**config.mk**
```make
export PLATFORM = sky130hd
export DESIGN_NAME = jsq_map
export DESIGN_NICKNAME = d
export VERILOG_FILES = /design/src/rtl/core/jsq_pkg.sv /design/src/rtl/core/jsq_map.sv
export SDC_FILE = /design/constraint.sdc
export NUM_CORES = 2
export LEC_CHECK = 0
export BUFFER_PORTS_ARGS = -buffer_cell sky130_fd_sc_hd__buf_2
export CAP_MARGIN = 15
export CORE_MARGIN = 4
export CORE_UTILIZATION = 50
export CTS_CLUSTER_DIAMETER = 60
export DETAILED_ROUTE_END_ITERATION = 10
export PLACE_DENSITY = 0.65
export SYNTH_ARGS = -nofsm -noshare
export SYNTH_HDL_FRONTEND = slang
export SYNTH_SLANG_ARGS = --single-unit
```
**constraint.sdc**
```tcl
create_clock -name i_clk -period 25 [get_ports i_clk]
set_input_delay 1.25 -clock i_clk [delete_from_list [all_inputs] [get_ports i_clk]]
set_output_delay 1.25 -clock i_clk [all_outputs]
set_load 0.02 [all_outputs]
```
**src/rtl/core/jsq_pkg.sv**
```systemverilog
// Shared types and codes for the two-queue shortest-join dispatcher.
// Depends on nothing; imported by every module of the block.
`timescale 1ns / 1ps
`default_nettype none
package jsq_pkg;

    localparam logic [1:0] K_SERVE1 = 2'd0;
    localparam logic [1:0] K_SERVE2 = 2'd1;
    localparam logic [1:0] K_JOIN   = 2'd2;
    localparam logic [1:0] K_LEAVE  = 2'd3;

    localparam logic [1:0] Q_NONE = 2'd0;
    localparam logic [1:0] Q_ONE  = 2'd1;
    localparam logic [1:0] Q_TWO  = 2'd2;

    typedef enum logic [2:0] {
        S_IDLE,
        S_SERVE,
        S_LOOK,
        S_SRCH,
        S_CMP,
        S_SHRD,
        S_SHWR
    } t_state;

endpackage
`default_nettype wire

```
**src/rtl/core/jsq_map.sv**
```systemverilog
// Holder map: which queue last took each id, in a synchronous memory.
// After reset a clearing pass writes zero to every entry. Uses jsq_pkg.
`timescale 1ns / 1ps
`default_nettype none
module jsq_map
    import jsq_pkg::*;
#(
    parameter int ID_BITS = 10
) (
    input  wire logic               i_clk,
    input  wire logic               i_rst_n,
    input  wire logic               i_we,
    input  wire logic [ID_BITS-1:0] i_waddr,
    input  wire logic [1:0]         i_wdata,
    input  wire logic [ID_BITS-1:0] i_raddr,
    output logic      [1:0]         o_rdata,
    output logic                    o_busy
);

    logic [1:0]         r_mem [0:(1 << ID_BITS)-1];
    logic [1:0]         r_rdata;
    logic               r_busy;
    logic [ID_BITS-1:0] r_clr;

    always_ff @(posedge i_clk) begin
        if (!i_rst_n) begin
            r_busy <= 1'b1;
            r_clr  <= '0;
        end else if (r_busy) begin
            r_clr <= r_clr + 1'b1;
            if (&r_clr) begin
                r_busy <= 1'b0;
            end
        end
    end

    always_ff @(posedge i_clk) begin
        if (r_busy) begin
            r_mem[r_clr] <= Q_NONE;
        end else if (i_we) begin
            r_mem[i_waddr] <= i_wdata;
        end
        r_rdata <= r_mem[i_raddr];
    end

    assign o_rdata = r_rdata;
    assign o_busy  = r_busy;

endmodule
`default_nettype wire

```
==> flow_summary.ini <==
[sta]
setup_violations = 0
hold_viol_final = 0
max_freq_ghz = 0.159
period_share_pct = 25.1
slew_headroom_pct = 8.10
worstMarginPinSlew_ps = 1370
finClkSkew_ps = 34.8
tns_ps = 0
grt_setup_unrepaired = false
drv_slew = 0
setup_slack_ps = 18730
fin_crit_ps = 6270

[critical_path]
r2r-end = r_mem[240][1]$_DFFE_PP_
cp_common_cell = buf_4
worst-path-buf-inv = 5
cp-start-kind = primary input
worst-r2r-cell-count = 6
reg2reg_from = o_busy$_SDFF_PN1_
r2r_setup_slack_ps = 20100
endpoint_kind = flop
cpPeakStageDelay_ps = 810
critPathTopFamily = buffers and inverters
arrival_ps = 7000
worstPathRequired_ps = 25730
cp_max_fo = 74
path_class = primary input to flop
crit_path_top_delay_cell = buf_4
cp_cell_sequence = buf_8 -> buf_4 -> buf_4 -> buf_4 -> buf_4 -> mux2i_1 -> o221ai_2 -> o22ai_1 -> nor3_1 -> nor3_1 -> or4_1 -> o41a_1 -> o211ai_1

[floorplanning]
io_pins = 28
dieArea_um2 = 176000
initial_core_util_pct = 50.5
chipWidth_um = 419
core_area_um2 = 168000
die_h_um = 419
fp-row-count = 150

[synth]
synthesis.area_um2 = 84600
ys_async_sr_fraction_pct = 0
synth_top_area_share_pct = 72.7
postSynthCellCount = 4941
synth_cell_types = 68
yosysTopAreaCell = edfxtp_1
ys_ff_latch = 2061
synth_edf_count = 2048
syn_avg_cell_area_um2 = 17.1
yosys_warnings = 0
yosys-top-cells-area = edfxtp_1 (73%), mux4_2 (11%), nor2_1 (4.7%)
syn-num-nets = 4967
ys.flop_type = edfxtp_1
seq_area_frac_synth_pct = 73.0

[cells_and_area]
syn2layout_area_growth_pct = 10.2
final_cell_mix = edfxtp_1 (2,048), nor2_1 (1,059), mux4_2 (412)
layout_commonest_cell = edfxtp_1
design_area_um2 = 93300
final_core_util_pct = 55.6
layout.nets = 4943
drive_gt1_share_pct = 18.0

[clock_tree]
cts_repair_resize_count = 0
cts.clk_slew.worst_paths_ps = 60
clock-sinks = 2061
cts_buffers = 207
postCtsHoldBufs = 0
cts_setup_buffers = 0
cts_tree = done
cts_max_level = 4
cts-root-buf = clkbuf_16
clk_latency_ps = 830
max-clock-path-buffers = 3

[route]
viasPerCell = 6.46
finalWirelength_um = 233000
wl_per_cell_um = 31.9
drt_iter0_drc = 6865
drtPass1Iterations = 5
vias = 47099
ant_nets = 0
drc = 0

[pwr]
swShare_pct = 21.0
finalPower_w = 0.00695
sequentialPowerShare_pct = 53.9
clkPwrFrac_pct = 42.2
power_density_nw_per_um2 = 74.5
p_int_w = 0.00549
combPwrFrac_pct = 4.0
leakagePower_nw = 31.6
p_switching_w = 0.00146
peakVddDrop_v = 0.0000738

[grt]
grt_max_degree = 212
grt_use_total_pct = 26.5
first_global_vias = 47201
gr-total-overflow = 0
grt_antenna_before_repair = 14
grt_first_pass_wirelength_um = 334000

[hold_path]
whs_endpoint = o_busy$_SDFF_PN1_
hold_path_depth = 3
hold_class = flop to flop
hp-start = r_clr[7]$_SDFFE_PN0P_

[placed_design]
hpwl_um = 128000
dpl_cell_area_um2 = 86700
dp_slack_ps = 17830
gp_congestion = 0.813
numPortBuffers = 27

[run_status]
status = completed

[run]
max_cap_violations = 0
Yosys cell counts (all sizes together), types with 6 or more instances:
| library cell | n |
|---|---|
| dfxtp | 13 |
| xnor2 | 8 |
| nand3 | 34 |
| inv | 8 |
| clkbuf | 238 |
| nor3b | 7 |
| a22oi | 38 |
| mux4 | 423 |
| nand2 | 124 |
| nand3b | 6 |
| nand4 | 9 |
| and3 | 6 |
| nor2 | 1064 |
| or2 | 6 |
| and2 | 20 |
| mux2 | 6 |
| a221oi | 9 |
| buf | 155 |
| a31oi | 13 |
| edfxtp | 2048 |
| o21ai | 50 |
| o22ai | 60 |
| a21oi | 79 |
| o211ai | 9 |
| or3 | 8 |
| nor3 | 56 |
| a211oi | 13 |
| mux2i | 264 |
| nand2b | 21 |
| nor2b | 11 |
| o221ai | 93 |
| nor4 | 7 |
| o31ai | 6 |
power by group through the flow:
stage	clock network, W	logic, W	registers, W
floorplan	0	0.000180	0.00382
global placement	0	0.000271	0.00382
detailed placement	0	0.000272	0.00382
CTS	0.00296	0.000273	0.00374
global route	0.00311	0.000286	0.00374
finish	0.00293	0.000275	0.00374
registers in the layout, indices dropped and copies added (netlist names):
name     flops
o_rdata      2
o_busy       1
r_clr       10
r_mem     2048
routing by layer:
layer  up-vias  global-route usage [%]  wire length (um)
met3       461                    5.48             24300
met2      2678                    41.2            109000
li1      19334                       -                 -
met4         6                    10.4              9840
met5         -                       0                41
met1     24620                    37.3             89400
cell families (layout without fill, tap and decap cells):
| logic type | Yosys count | count (layout) | synth area share, % |
|---|---|---|---|
| buffers and inverters | 401 | 541 | 2.61 |
| XOR/XNOR | 9 | 9 | 0.0931 |
| adder cells (fa/ha/maj) | 1 | 1 | 0.0148 |
| multiplexers | 693 | 693 | 14.5 |
| other | 0 | 5 | 0 |
| AO/OA/AOI/OAI | 391 | 391 | 3.18 |
| AND/OR/NAND/NOR | 1385 | 1385 | 6.63 |
| flip-flops | 2061 | 2061 | 73.0 |
worst reg2reg max path, stage by stage (launching register included):
cell and delay, ps:
dfxtp_1 460, nor2b_1 170, buf_4 250, and2_4 710, buf_4 960, buf_4 1010
buf_4 910
worst max path at each step:
stage                           from                    end  slack [ps]  cells past startpoint
after global placement    i_raddr[0]     o_rdata[0]$_DFF_P_       17890                     13
after floorplan                 i_we  r_mem[0][0]$_DFFE_PP_        7380                      4
after global routing      i_raddr[0]     o_rdata[1]$_DFF_P_       18330                     13
after CTS                 i_raddr[0]     o_rdata[0]$_DFF_P_       18700                     13
final                     i_raddr[0]     o_rdata[1]$_DFF_P_       18730                     13
after detailed placement  i_raddr[0]     o_rdata[0]$_DFF_P_       17830                     13
layout make-up:
cell class | instances | area (um2)
Multi-Input combinational cell | 2479 | 20900
Inverter | 8 | 33.8
Antenna cell | 5 | 12.5
Timing Repair Buffer | 160 | 1490
Clock buffer | 248 | 5440
Tap cell | 2204 | 2760
Sequential cell | 2061 | 61800
Clock inverter | 125 | 888
Fill cell | 12914 | 74500
per-stage QoR:
step                      hold WS (ps)  std cells
after floorplan                    520       4941
after global placement             560       6893
after detailed placement           556       6899
after CTS                          574       7272
after global routing               594       7286
final                              583       7290
Power figures use the tool's default switching activity.
